===== src/rtl/core/fcbm_pkg.sv =====
// Package of the freezer cartridge bank mapper: command and source codes,
// request/result/state structs and the RAM and flash address helpers.
// No dependencies.
`default_nettype none
package fcbm_pkg;

  localparam int unsigned RAM_BYTES   = 32768;
  localparam int unsigned FLASH_BYTES = 131072;
  localparam int unsigned RAM_AW      = $clog2(RAM_BYTES);
  localparam int unsigned FLASH_AW    = $clog2(FLASH_BYTES);
  localparam int unsigned ADDR_W      = 13;

  // I/O page windows inside the 8 KB ROM space
  localparam logic [ADDR_W-1:0] IO1_WINDOW = 13'h1e00;
  localparam logic [ADDR_W-1:0] IO2_WINDOW = 13'h1f00;

  typedef enum logic [3:0] {
    CMD_IO1_RD   = 4'd0,
    CMD_IO1_WR   = 4'd1,
    CMD_IO2_RD   = 4'd2,
    CMD_IO2_WR   = 4'd3,
    CMD_ROML_RD  = 4'd4,
    CMD_ROML_WR  = 4'd5,
    CMD_ULTI_WR  = 4'd6,
    CMD_ROMH_RD  = 4'd7,
    CMD_ROMH_WR  = 4'd8,
    CMD_A0_RD    = 4'd9,
    CMD_A0_WR    = 4'd10,
    CMD_FREEZE   = 4'd11
  } cmd_e;

  typedef enum logic [1:0] {
    SRC_DATA    = 2'd0,
    SRC_FLASH   = 2'd1,
    SRC_DEFAULT = 2'd2,
    SRC_WRITE   = 2'd3
  } src_e;

  typedef enum logic [1:0] {
    REG_FLASH_JUMPER = 2'd0,
    REG_BANK_JUMPER  = 2'd1,
    REG_NORDIC       = 2'd2
  } reg_e;

  // I/O page 1 register offsets
  localparam logic [7:0] IO1_CTRL = 8'h00;
  localparam logic [7:0] IO1_MODE = 8'h01;

  typedef struct packed {
    logic [3:0]        cmd;
    logic [ADDR_W-1:0] address;
    logic [7:0]        write_data;
    logic              freeze_armed;
  } item_t;

  typedef struct packed {
    logic flash_jumper;
    logic bank_jumper;
    logic nordic_variant;
  } cfg_t;

  typedef struct packed {
    logic [3:0] bank;
    logic       enabled;
    logic       frozen;
    logic       lock_written;
    logic       exrom;
    logic       game;
    logic       req_exrom;
    logic       req_game;
    logic       ram_mode;
    logic       power_mode;
    logic       allow_banking;
    logic       freeze_blocked;
    logic       io_remap;
  } state_t;

  typedef struct packed {
    logic              rd_en;
    logic              wr_en;
    logic [RAM_AW-1:0] addr;
    logic [7:0]        wdata;
  } ram_req_t;

  typedef struct packed {
    logic [7:0]          read_data;
    logic                use_ram;
    src_e                src;
    logic [FLASH_AW-1:0] flash_address;
    logic                flash_write;
    logic                pass_write;
    logic                exrom;
    logic                game;
    logic                release_irq;
  } result_t;

  function automatic logic [RAM_AW-1:0] ram_index(input logic [ADDR_W-1:0] a,
                                                  input logic [3:0] bank,
                                                  input logic banked);
    logic [RAM_AW-1:0] r;
    r = {2'b00, a};
    if (banked) begin
      r = {bank[1:0], a};
    end
    return r;
  endfunction

  // Bank jumper off maps into the upper half of the flash only
  function automatic logic [FLASH_AW-1:0] flash_index(input logic [ADDR_W-1:0] a,
                                                      input logic [3:0] bank,
                                                      input logic full_flash,
                                                      input logic low_cleared);
    logic [3:0] b;
    logic [FLASH_AW-1:0] r;
    b = bank;
    if (low_cleared) begin
      b[1:0] = 2'b00;
    end
    if (full_flash) begin
      r = {b, a};
    end else begin
      r = {1'b1, b[2:0], a};
    end
    return r;
  endfunction

endpackage
`default_nettype wire


===== src/rtl/core/fcbm_core.sv =====
// Mapper state registers, configuration registers and the access decode.
// Depends on fcbm_pkg.
`default_nettype none
module fcbm_core (
  input  wire logic              clk_i,
  input  wire logic              rst_ni,
  input  wire logic              step_i,
  input  wire fcbm_pkg::item_t   item_i,
  input  wire logic              cfg_we_i,
  input  wire logic [1:0]        cfg_idx_i,
  input  wire logic              cfg_data_i,
  output fcbm_pkg::result_t      res_o,
  output fcbm_pkg::ram_req_t     ram_req_o,
  output fcbm_pkg::state_t       st_o
);

  fcbm_pkg::state_t  st_q, st_d, nx;
  fcbm_pkg::cfg_t    cfg_q;
  fcbm_pkg::result_t res;
  fcbm_pkg::ram_req_t req;
  logic [7:0]        lo;
  logic [7:0]        v;
  logic [7:0]        status;
  logic [3:0]        wr_bank;
  logic              plain;

  always_ff @(posedge clk_i or negedge rst_ni) begin
    if (!rst_ni) begin
      cfg_q <= '0;
    end else if (cfg_we_i) begin
      case (fcbm_pkg::reg_e'(cfg_idx_i))
        fcbm_pkg::REG_FLASH_JUMPER: cfg_q.flash_jumper   <= cfg_data_i;
        fcbm_pkg::REG_BANK_JUMPER:  cfg_q.bank_jumper    <= cfg_data_i;
        fcbm_pkg::REG_NORDIC:       cfg_q.nordic_variant <= cfg_data_i;
        default: ;
      endcase
    end
  end

  always_comb begin
    nx      = st_q;
    res     = '0;
    res.src = fcbm_pkg::SRC_DATA;
    req     = '0;
    plain   = 1'b0;
    lo      = item_i.address[7:0];
    v       = item_i.write_data;
    req.wdata = v;
    status  = {st_q.bank[2], st_q.io_remap, st_q.bank[3], st_q.bank[1:0],
               item_i.freeze_armed, st_q.allow_banking, cfg_q.flash_jumper};
    wr_bank = {1'b0, v[7], v[4:3]};

    case (fcbm_pkg::cmd_e'(item_i.cmd))
      fcbm_pkg::CMD_IO1_RD: begin
        if (st_q.enabled) begin
          if (lo == fcbm_pkg::IO1_CTRL || lo == fcbm_pkg::IO1_MODE) begin
            res.read_data = status;
          end else if (st_q.io_remap && !st_q.frozen) begin
            if (st_q.ram_mode) begin
              req.rd_en   = 1'b1;
              req.addr    = fcbm_pkg::ram_index(fcbm_pkg::IO1_WINDOW | {5'd0, lo},
                                                st_q.bank, st_q.allow_banking);
              res.use_ram = 1'b1;
            end else if (st_q.game) begin
              res.src = fcbm_pkg::SRC_FLASH;
              res.flash_address = fcbm_pkg::flash_index(fcbm_pkg::IO1_WINDOW | {5'd0, lo},
                                    st_q.bank, cfg_q.bank_jumper, 1'b0);
            end
          end
        end
      end
      fcbm_pkg::CMD_IO1_WR: begin
        res.src = fcbm_pkg::SRC_WRITE;
        if (st_q.enabled) begin
          if (lo == fcbm_pkg::IO1_CTRL) begin
            nx.exrom    = v[1];
            nx.game     = ~v[0];
            nx.bank     = wr_bank;
            nx.ram_mode = v[5];
            nx.power_mode = cfg_q.nordic_variant && !v[6] && v[5] && ~v[0] && v[1];
            if (nx.power_mode) begin
              nx.exrom = 1'b0;
              nx.game  = 1'b0;
            end
            if (v[6]) begin
              nx.frozen       = 1'b0;
              res.release_irq = 1'b1;
            end
            if (nx.frozen) begin
              nx.exrom = 1'b1;
              nx.game  = 1'b0;
            end
            if (cfg_q.flash_jumper) begin
              nx.req_game  = ~v[0];
              nx.req_exrom = v[1];
              nx.game      = 1'b1;
              nx.exrom     = 1'b1;
            end
            if (v[2]) begin
              nx.enabled = 1'b0;
              nx.exrom   = 1'b1;
              nx.game    = 1'b1;
            end
          end else if (lo == fcbm_pkg::IO1_MODE) begin
            nx.bank = {cfg_q.flash_jumper & cfg_q.bank_jumper & ~v[5], wr_bank[2:0]};
            if (cfg_q.flash_jumper || !st_q.lock_written) begin
              nx.lock_written   = 1'b1;
              nx.allow_banking  = v[1];
              nx.freeze_blocked = v[2];
              nx.io_remap       = ~cfg_q.flash_jumper & v[6];
            end
          end else if (st_q.io_remap && !st_q.frozen && st_q.ram_mode) begin
            req.wr_en = 1'b1;
            req.addr  = fcbm_pkg::ram_index(fcbm_pkg::IO1_WINDOW | {5'd0, lo},
                                            st_q.bank, st_q.allow_banking);
          end
        end
      end
      fcbm_pkg::CMD_IO2_RD: begin
        if (st_q.enabled && !st_q.io_remap && !st_q.frozen) begin
          if (st_q.ram_mode) begin
            req.rd_en   = 1'b1;
            req.addr    = fcbm_pkg::ram_index(fcbm_pkg::IO2_WINDOW | {5'd0, lo},
                                              st_q.bank, st_q.allow_banking);
            res.use_ram = 1'b1;
          end else if (st_q.game) begin
            res.src = fcbm_pkg::SRC_FLASH;
            res.flash_address = fcbm_pkg::flash_index(fcbm_pkg::IO2_WINDOW | {5'd0, lo},
                                  st_q.bank, cfg_q.bank_jumper, 1'b0);
          end
        end
      end
      fcbm_pkg::CMD_IO2_WR: begin
        res.src = fcbm_pkg::SRC_WRITE;
        if (st_q.enabled && !st_q.io_remap && !st_q.frozen && st_q.ram_mode) begin
          req.wr_en = 1'b1;
          req.addr  = fcbm_pkg::ram_index(fcbm_pkg::IO2_WINDOW | {5'd0, lo},
                                          st_q.bank, st_q.allow_banking);
        end
      end
      fcbm_pkg::CMD_ROML_RD: begin
        if (st_q.frozen) begin
          res.src = fcbm_pkg::SRC_DEFAULT;
        end else if (st_q.power_mode) begin
          res.src = fcbm_pkg::SRC_FLASH;
          res.flash_address = fcbm_pkg::flash_index(item_i.address, st_q.bank,
                                                    cfg_q.bank_jumper, 1'b0);
        end else if (st_q.ram_mode) begin
          req.rd_en   = 1'b1;
          req.addr    = fcbm_pkg::ram_index(item_i.address, st_q.bank, 1'b1);
          res.use_ram = 1'b1;
        end else if (!st_q.game && !st_q.exrom) begin
          res.src = fcbm_pkg::SRC_DEFAULT;
        end else begin
          res.src = fcbm_pkg::SRC_FLASH;
          res.flash_address = fcbm_pkg::flash_index(item_i.address, st_q.bank,
                                                    cfg_q.bank_jumper, 1'b0);
        end
      end
      fcbm_pkg::CMD_ROML_WR: begin
        res.src  = fcbm_pkg::SRC_WRITE;
        req.addr = fcbm_pkg::ram_index(item_i.address, st_q.bank, 1'b1);
        if (cfg_q.flash_jumper) begin
          if (st_q.ram_mode) begin
            req.wr_en = 1'b1;
          end else begin
            res.flash_write   = 1'b1;
            res.pass_write    = 1'b1;
            res.flash_address = fcbm_pkg::flash_index(item_i.address, st_q.bank,
                                                      cfg_q.bank_jumper, 1'b0);
          end
        end else begin
          req.wr_en      = cfg_q.nordic_variant & st_q.ram_mode;
          res.pass_write = 1'b1;
        end
      end
      fcbm_pkg::CMD_ULTI_WR: begin
        res.src  = fcbm_pkg::SRC_WRITE;
        req.addr = fcbm_pkg::ram_index(item_i.address, st_q.bank, 1'b1);
        if (st_q.ram_mode) begin
          req.wr_en = 1'b1;
        end else if (cfg_q.flash_jumper) begin
          res.flash_write   = 1'b1;
          res.flash_address = fcbm_pkg::flash_index(item_i.address, st_q.bank,
                                                    cfg_q.bank_jumper, 1'b0);
        end
      end
      fcbm_pkg::CMD_ROMH_RD: begin
        if (st_q.power_mode && !st_q.frozen) begin
          req.rd_en   = 1'b1;
          req.addr    = fcbm_pkg::ram_index(item_i.address, st_q.bank, st_q.allow_banking);
          res.use_ram = 1'b1;
        end else begin
          plain = st_q.power_mode ? st_q.allow_banking
                                  : (st_q.allow_banking || !st_q.ram_mode);
          res.src = fcbm_pkg::SRC_FLASH;
          res.flash_address = fcbm_pkg::flash_index(item_i.address, st_q.bank,
                                                    cfg_q.bank_jumper, !plain);
        end
      end
      fcbm_pkg::CMD_ROMH_WR: begin
        res.src = fcbm_pkg::SRC_WRITE;
        if (st_q.power_mode && !st_q.frozen) begin
          req.wr_en      = 1'b1;
          req.addr       = fcbm_pkg::ram_index(item_i.address, st_q.bank,
                                               st_q.allow_banking);
          res.pass_write = 1'b1;
        end
      end
      fcbm_pkg::CMD_A0_RD: begin
        if (st_q.power_mode && st_q.frozen) begin
          req.rd_en   = 1'b1;
          req.addr    = fcbm_pkg::ram_index(item_i.address, st_q.bank, st_q.allow_banking);
          res.use_ram = 1'b1;
        end else begin
          res.src = fcbm_pkg::SRC_DEFAULT;
        end
      end
      fcbm_pkg::CMD_A0_WR: begin
        res.src = fcbm_pkg::SRC_WRITE;
        if (st_q.power_mode && st_q.frozen) begin
          req.wr_en = 1'b1;
          req.addr  = fcbm_pkg::ram_index(item_i.address, st_q.bank, st_q.allow_banking);
        end
      end
      fcbm_pkg::CMD_FREEZE: begin
        if (!st_q.freeze_blocked) begin
          nx.frozen     = 1'b1;
          nx.enabled    = 1'b1;
          nx.bank       = 4'd0;
          nx.ram_mode   = 1'b0;
          nx.power_mode = 1'b0;
        end
      end
      default: begin
        res.src = fcbm_pkg::SRC_DEFAULT;
      end
    endcase

    res.exrom = nx.exrom;
    res.game  = nx.game;
  end

  // Pulling the flash jumper drops the write-once lock
  always_comb begin
    st_d = step_i ? nx : st_q;
    if (cfg_we_i && fcbm_pkg::reg_e'(cfg_idx_i) == fcbm_pkg::REG_FLASH_JUMPER
        && cfg_q.flash_jumper && !cfg_data_i) begin
      st_d.lock_written = 1'b0;
    end
  end

  always_ff @(posedge clk_i or negedge rst_ni) begin
    if (!rst_ni) begin
      st_q <= '{enabled: 1'b1, game: 1'b1, req_game: 1'b1, default: '0};
    end else begin
      st_q <= st_d;
    end
  end

  assign res_o     = res;
  assign ram_req_o = '{rd_en: req.rd_en & step_i,
                       wr_en: req.wr_en & step_i,
                       addr:  req.addr,
                       wdata: req.wdata};
  assign st_o      = st_q;

endmodule
`default_nettype wire


===== config.mk =====
export PLATFORM = sky130hd
export DESIGN_NAME = fcbm_core
export DESIGN_NICKNAME = d
export VERILOG_FILES = /design/src/rtl/core/fcbm_pkg.sv /design/src/rtl/core/fcbm_core.sv
export SDC_FILE = /design/constraint.sdc
export NUM_CORES = 1
export LEC_CHECK = 0
export ABC_CLOCK_PERIOD_IN_PS = 2100
export BUFFER_PORTS_ARGS = -buffer_cell sky130_fd_sc_hd__buf_2
export CORE_ASPECT_RATIO = 0.6
export CORE_MARGIN = 1.5
export CORE_UTILIZATION = 35
export CTS_CLUSTER_DIAMETER = 60
export DETAILED_ROUTE_END_ITERATION = 7
export GPL_ROUTABILITY_DRIVEN = 0
export PLACE_DENSITY = 0.64
export SYNTH_ARGS = -nofsm -noshare
export SYNTH_HDL_FRONTEND = slang
export SYNTH_SLANG_ARGS = --single-unit

===== constraint.sdc =====
create_clock -name clk_i -period 2.1 [get_ports clk_i]
set_input_delay 0.105 -clock clk_i [delete_from_list [all_inputs] [get_ports clk_i]]
set_output_delay 0.105 -clock clk_i [all_outputs]
set_load 0.01 [all_outputs]

==> results.json, run 1 <==
{
  "status": "finished, violations left",
  "violations": "setup timing",
  "hold_viol": 0,
  "post_synth.cell_area_avg_sq_um": 8.53,
  "cts-root-buf": "clkbuf_8",
  "wl_per_cell_um": 16.7,
  "die_w_um": 101,
  "first_iter_violations": 172,
  "ir_drop_mv": 0.379,
  "cp-startpoint": "st_o[10]",
  "grt-ovfl-total": 0,
  "ant_nets": 0,
  "fmax_mhz": 468,
  "fin_area_sq_um": 2910,
  "start_util_pct": 36.3,
  "synth_area_leaders": "dfrtp_1 20%, mux2_2 6.1%, a21boi_0 5.5%, buf_4 4.8%, dfstp_2 3.9%",
  "leakage_uw": 0.00145,
  "yosysWarnings": 0,
  "clockBufferDepth": 2,
  "seq_area_frac_synth_pct": 23.6,
  "rr_worst_depth": 4,
  "ys_seq_elements": 19,
  "async_flop_share_pct": 100,
  "postPlaceCellArea_sq_um": 2660,
  "dr.pass1.iters": 4,
  "p_per_area_nw_per_um2": 401,
  "rr_endpoint": "st_o[3]",
  "timing_worst_setup_path_type": "reg2out",
  "reg2reg_from": "st_o[11]",
  "maxCapViolations": 0,
  "antenna_found_initial": 0,
  "detail_route.vias_per_cell": 5.38,
  "hold_path.class": "in2reg",
  "synth.top_cell.area_share_pct": 19.7,
  "drt_wl_total_mm": 7.28,
  "cts.clk_slew.worst_paths_ns": 0.08,
  "synth_edf_count": 0,
  "yosysTopAreaCell": "dfrtp_1",
  "fin_crit_sh_pct": 102,
  "numCtsBuffers": 3,
  "cp.required_ns": 2.00,
  "cp_data_arrival_time_ns": 2.03,
  "worstPathMaxFanout": 6,
  "worst_pin_slew_ns": 0.505,
  "num_rows": 21,
  "crit_path_end": "ram_req_o[11]",
  "antenna_cells": 0,
  "slew_headroom_pct": 66.3,
  "htree_levels": 1,
  "grt_max_degree": 20,
  "area_growth_pct": 43.4,
  "cts_tree": "done",
  "drc": 0,
  "syn_nets": 271,
  "nets": 390,
  "yosys-top-cells-count": "20 x inv_1, 20 x nand2_1, 16 x dfrtp_1",
  "drive_above_1_share_pct": 53.1,
  "critPathCaptureType": "output pin",
  "die_y_um": 62,
  "setup-violations-final": 8,
  "core_area_sq_um": 5600,
  "clock-sinks": 19,
  "pre_cts_slack_ns": -0.104,
  "ys.flop_type": "dfrtp_1",
  "grt_first_pass_wirelength_mm": 10.9,
  "grt_usage_pct": 22.2,
  "netlist_instances": 238,
  "dieArea_sq_um": 6280,
  "io_pins": 107,
  "rsz0062_at_grt": "yes",
  "setup_ws_ns": -0.0378,
  "numPortBuffers": 106,
  "final.min_clock_period_ns": 2.14,
  "finalMaxSlewViolations": 0,
  "rrSetupSlack_ns": 0.54,
  "skew_ns": 0.00280,
  "grt_pass1_vias": 2080,
  "synth.distinct_cells": 63,
  "vias": 2347,
  "syn-cell-area_sq_um": 2030,
  "dpl.hpwl_mm": 5.27,
  "clkLatencyLatePin_ns": 0.26,
  "cp-start-kind": "flip-flop"
}
==> cell families (layout without fill, tap and decap cells) <==
kind of cell              count (synthesis)  count (layout)  synth area share, %
AOI/OAI and AO/OA                        72              74                 27.5
xor gates and xnor gates                  2               2                0.863
buffers and inverters                    44             160                 11.8
DFF                                      19              19                 23.6
muxes                                    16              16                 8.56
and+or+nand+nor                          85              85                 27.7
==> layout by cell type, fill, tap and decap left out, types with 3 or more instances in the layout <==
master,count
buf_2,106
buf_4,24
nand2_1,20
inv_1,19
dfrtp_1,14
o21ai_0,13
and2_1,11
mux2_2,11
nor2_1,10
a21boi_1,7
a21boi_2,6
nand3_1,5
nor4_1,5
a21oi_1,5
a21oi_2,5
mux2i_1,5
buf_6,5
nand4b_1,4
nor3_1,4
a32oi_1,3
nand3b_1,3
o211ai_1,3
a21boi_0,3
clkbuf_8,3
dfstp_2,3
==> registers in the layout (all words and copies together), names as in the netlist <==
| signal | cells |
|---|---|
| cfg_q | 3 |
| st_o | 16 |
==> repair_timing <==
action | 4_1_cts | 5_1_grt
setup buffers | 3 | 3
endpoints found under the hold margin | 16 | 0
gates resized for setup | 9 | 37
hold buffers | 1 | 0
endpoints found under the setup margin | 29 | 29
gates cloned | 1 | 3
pin swaps | 4 | 5
==> critical path, stage by stage (launching register included) <==
cell and delay (ns):
dfrtp_2 0.46, buf_6 0.15, a2111oi_4 0.40, o211ai_2 0.26, buf_4 0.22, a21boi_0 0.14
buf_2 0.15
==> per-stage QoR <==
| step | hold slack (ns) | util (%) | TNS [ns] | power, uW | std cells |
|---|---|---|---|---|---|
| after floorplan | -0.191 | - | 0 | 685 | 238 |
| after global placement | 0.0817 | 47.4 | -0.0991 | 869 | 421 |
| after detailed placement | 0.0790 | 47.4 | -0.203 | 871 | 421 |
| after CTS | 0.0470 | 49.6 | -0.0292 | 1150 | 430 |
| after global routing | 0.0449 | 52.0 | -1.48 | 1240 | 436 |
| final | 0.0524 | 52.0 | -0.108 | 1170 | 436 |
==> power breakdown <==
group | internal [uW] | switching, uW | total (uW)
combinational | 175 | 276 | 451
clock | 134 | 137 | 271
sequential | 410 | 34.9 | 445
total | 719 | 449 | 1170
==> how the worst min path moves through the flow <==
stage,from,end,depth (start not counted)
3_3_place_gp,rst_ni,st_o[9],1
6_report,item_i[1],st_o[5],2
3_5_place_dp,rst_ni,cfg_q[1],1
4_1_cts,item_i[1],st_o[5],2
2_1_floorplan,rst_ni,cfg_q[0],0
5_1_grt,item_i[1],st_o[5],2
==> routing by layer <==
layer / part of all wire (%) / vias to the layer above / track usage [%]
met5: 0 / - / 0
met4: 0.37 / 0 / 3.37
met3: 7.8 / 4 / 4.14
met2: 42 / 104 / 32.5
met1: 49 / 1127 / 34.2
li1: - / 1112 / -
==> final cells by class <==
cell class	count	area, sq um
tap	80	100
sequential	19	482
clock inverter	1	7.51
timing repair buffer	136	777
inverter	20	75.1
multi-input combinational	177	1430
clock buffer	3	41.3
fill	575	2690
(Power assumes the default switching activity.)
==> run 2: changes to the inputs <==
Settings changed: BUFFER_PORTS_ARGS -buffer_cell sky130_fd_sc_hd__buf_2 to unset, DONT_BUFFER_PORTS set to 1, PLACE_DENSITY 0.64 to 0.48.
==> results.json, run 2 (synthesis results as in run 1) <==
{
  "ant_nets": 0,
  "cts-root-buf": "clkbuf_8",
  "cp.required_ns": 2.00,
  "stdcell_count": 370,
  "skew_ns": 0.00467,
  "first_iter_violations": 194,
  "ir_drop_mv": 0.280,
  "numCtsBuffers": 3,
  "nets": 323,
  "drive_above_1_share_pct": 41.9,
  "violations": "setup timing",
  "fmax_mhz": 471,
  "die_y_um": 62,
  "hold_viol": 0,
  "fin_crit_sh_pct": 101,
  "setup-violations-final": 4,
  "hold_path.class": "in2reg",
  "worst_pin_slew_ns": 0.880,
  "final_cell_mix": "56 x buf_4, 20 x inv_1, 19 x nand2_1",
  "numPortBuffers": 0,
  "cts_tree": "done",
  "status": "finished, violations left",
  "grt_max_degree": 20,
  "drc": 0,
  "grt-ovfl-total": 0,
  "antenna_found_initial": 0,
  "detail_route.vias_per_cell": 5.82,
  "htree_levels": 1,
  "layout_commonest_cell": "buf_4",
  "clockBufferDepth": 2,
  "cts.clk_slew.worst_paths_ns": 0.07,
  "grt_pass1_vias": 1888,
  "postPlaceCellArea_sq_um": 2330,
  "wl_per_cell_um": 20.6,
  "grt_first_pass_wirelength_mm": 10.5,
  "p_per_area_nw_per_um2": 393,
  "cp_data_arrival_time_ns": 2.02,
  "leakage_uw": 0.00117,
  "num_rows": 21,
  "worstPathMaxFanout": 10,
  "vias": 2152,
  "start_util_pct": 36.3,
  "clock-sinks": 19,
  "critPathCaptureType": "output pin",
  "die_w_um": 101,
  "rsz0062_at_grt": "yes",
  "dr.pass1.iters": 5,
  "io_pins": 107,
  "timing_worst_setup_path_type": "reg2out",
  "core_area_sq_um": 5600,
  "dieArea_sq_um": 6280,
  "grt_usage_pct": 22.1,
  "fin_area_sq_um": 2760,
  "drt_wl_total_mm": 7.63,
  "slew_headroom_pct": 41.1,
  "clkLatencyLatePin_ns": 0.26,
  "cp-start-kind": "flip-flop",
  "dpl.hpwl_mm": 5.12,
  "final.min_clock_period_ns": 2.13,
  "setup_ws_ns": -0.0252,
  "largest_reg_flops": 16,
  "finalMaxSlewViolations": 0,
  "maxCapViolations": 0,
  "area_growth_pct": 36.1,
  "dp_cells": 343
}
[run 2: metrics by stage]
| stage | total power [uW] | setup WS [ns] | hold WS (ns) | TNS (ns) | util [%] |
|---|---|---|---|---|---|
| after global placement | 765 | 0.0803 | -0.190 | 0 | 41.7 |
| after detailed placement | 762 | 0.0645 | -0.190 | 0 | 41.7 |
| after CTS | 1060 | 0.00729 | 0.0178 | 0 | 45.8 |
| after floorplan | 685 | 0.199 | -0.191 | 0 | - |
| after global routing | 1150 | -0.109 | 0.0111 | -1.08 | 49.3 |
| final | 1090 | -0.0252 | 0.0194 | -0.0673 | 49.4 |
[run 2: worst max-delay path, cell delays in order (launching register included)]
cell	delay (ns)
dfrtp_1	0.49
buf_4	0.27
inv_1	0.14
o31ai_1	0.25
a31oi_1	0.22
a211oi_2	0.24
buf_4	0.15
[run 2: repair_timing]
item	in CTS	in global routing
hold buffers	9	0
endpoints found under the hold margin	28	0
pin swaps	5	13
gates cloned	1	2
setup buffers	4	6
resized for setup	9	44
setup endpoints to repair	35	33
[run 2: cell type report]
cell class | count | area, sq um
Fill cell | 527 | 2830
Clock inverter | 1 | 5.00
Multi-Input combinational cell | 177 | 1500
Clock buffer | 3 | 41.3
Tap cell | 80 | 100
Timing Repair Buffer | 69 | 562
Sequential cell | 19 | 480
Antenna cell | 1 | 2.50
Inverter | 20 | 75.1
[run 2: final timing paths]
path | from | to | slack, ns | cells after the start
min in group asynchronous | rst_ni | st_o[4] | 0.41 | 1
setup reg to reg | st_o[11] | st_o[15] | 0.36 | 5
setup / recovery | st_o[4] | ram_req_o[21] | -0.03 | 6
hold / removal | item_i[9] | st_o[9] | 0.02 | 2
hold reg to reg | cfg_q[1] | cfg_q[1] | 0.52 | 2
max in group asynchronous | rst_ni | st_o[10] | 1.09 | 1
[run 2: report_power, final]
group / switching (uW) / internal [uW]
sequential: 57.6 / 410
clock: 126 / 132
combinational: 209 / 152
[run 2: per-layer routing]
| layer | vias up | track usage (%) | routed length [um] |
|---|---|---|---|
| met3 | 10 | 5.15 | 707 |
| met1 | 1049 | 33.0 | 3670 |
| met4 | 0 | 1.98 | 38 |
| li1 | 975 | - | - |
| met2 | 118 | 33.7 | 3220 |
| met5 | - | 0 | 0 |
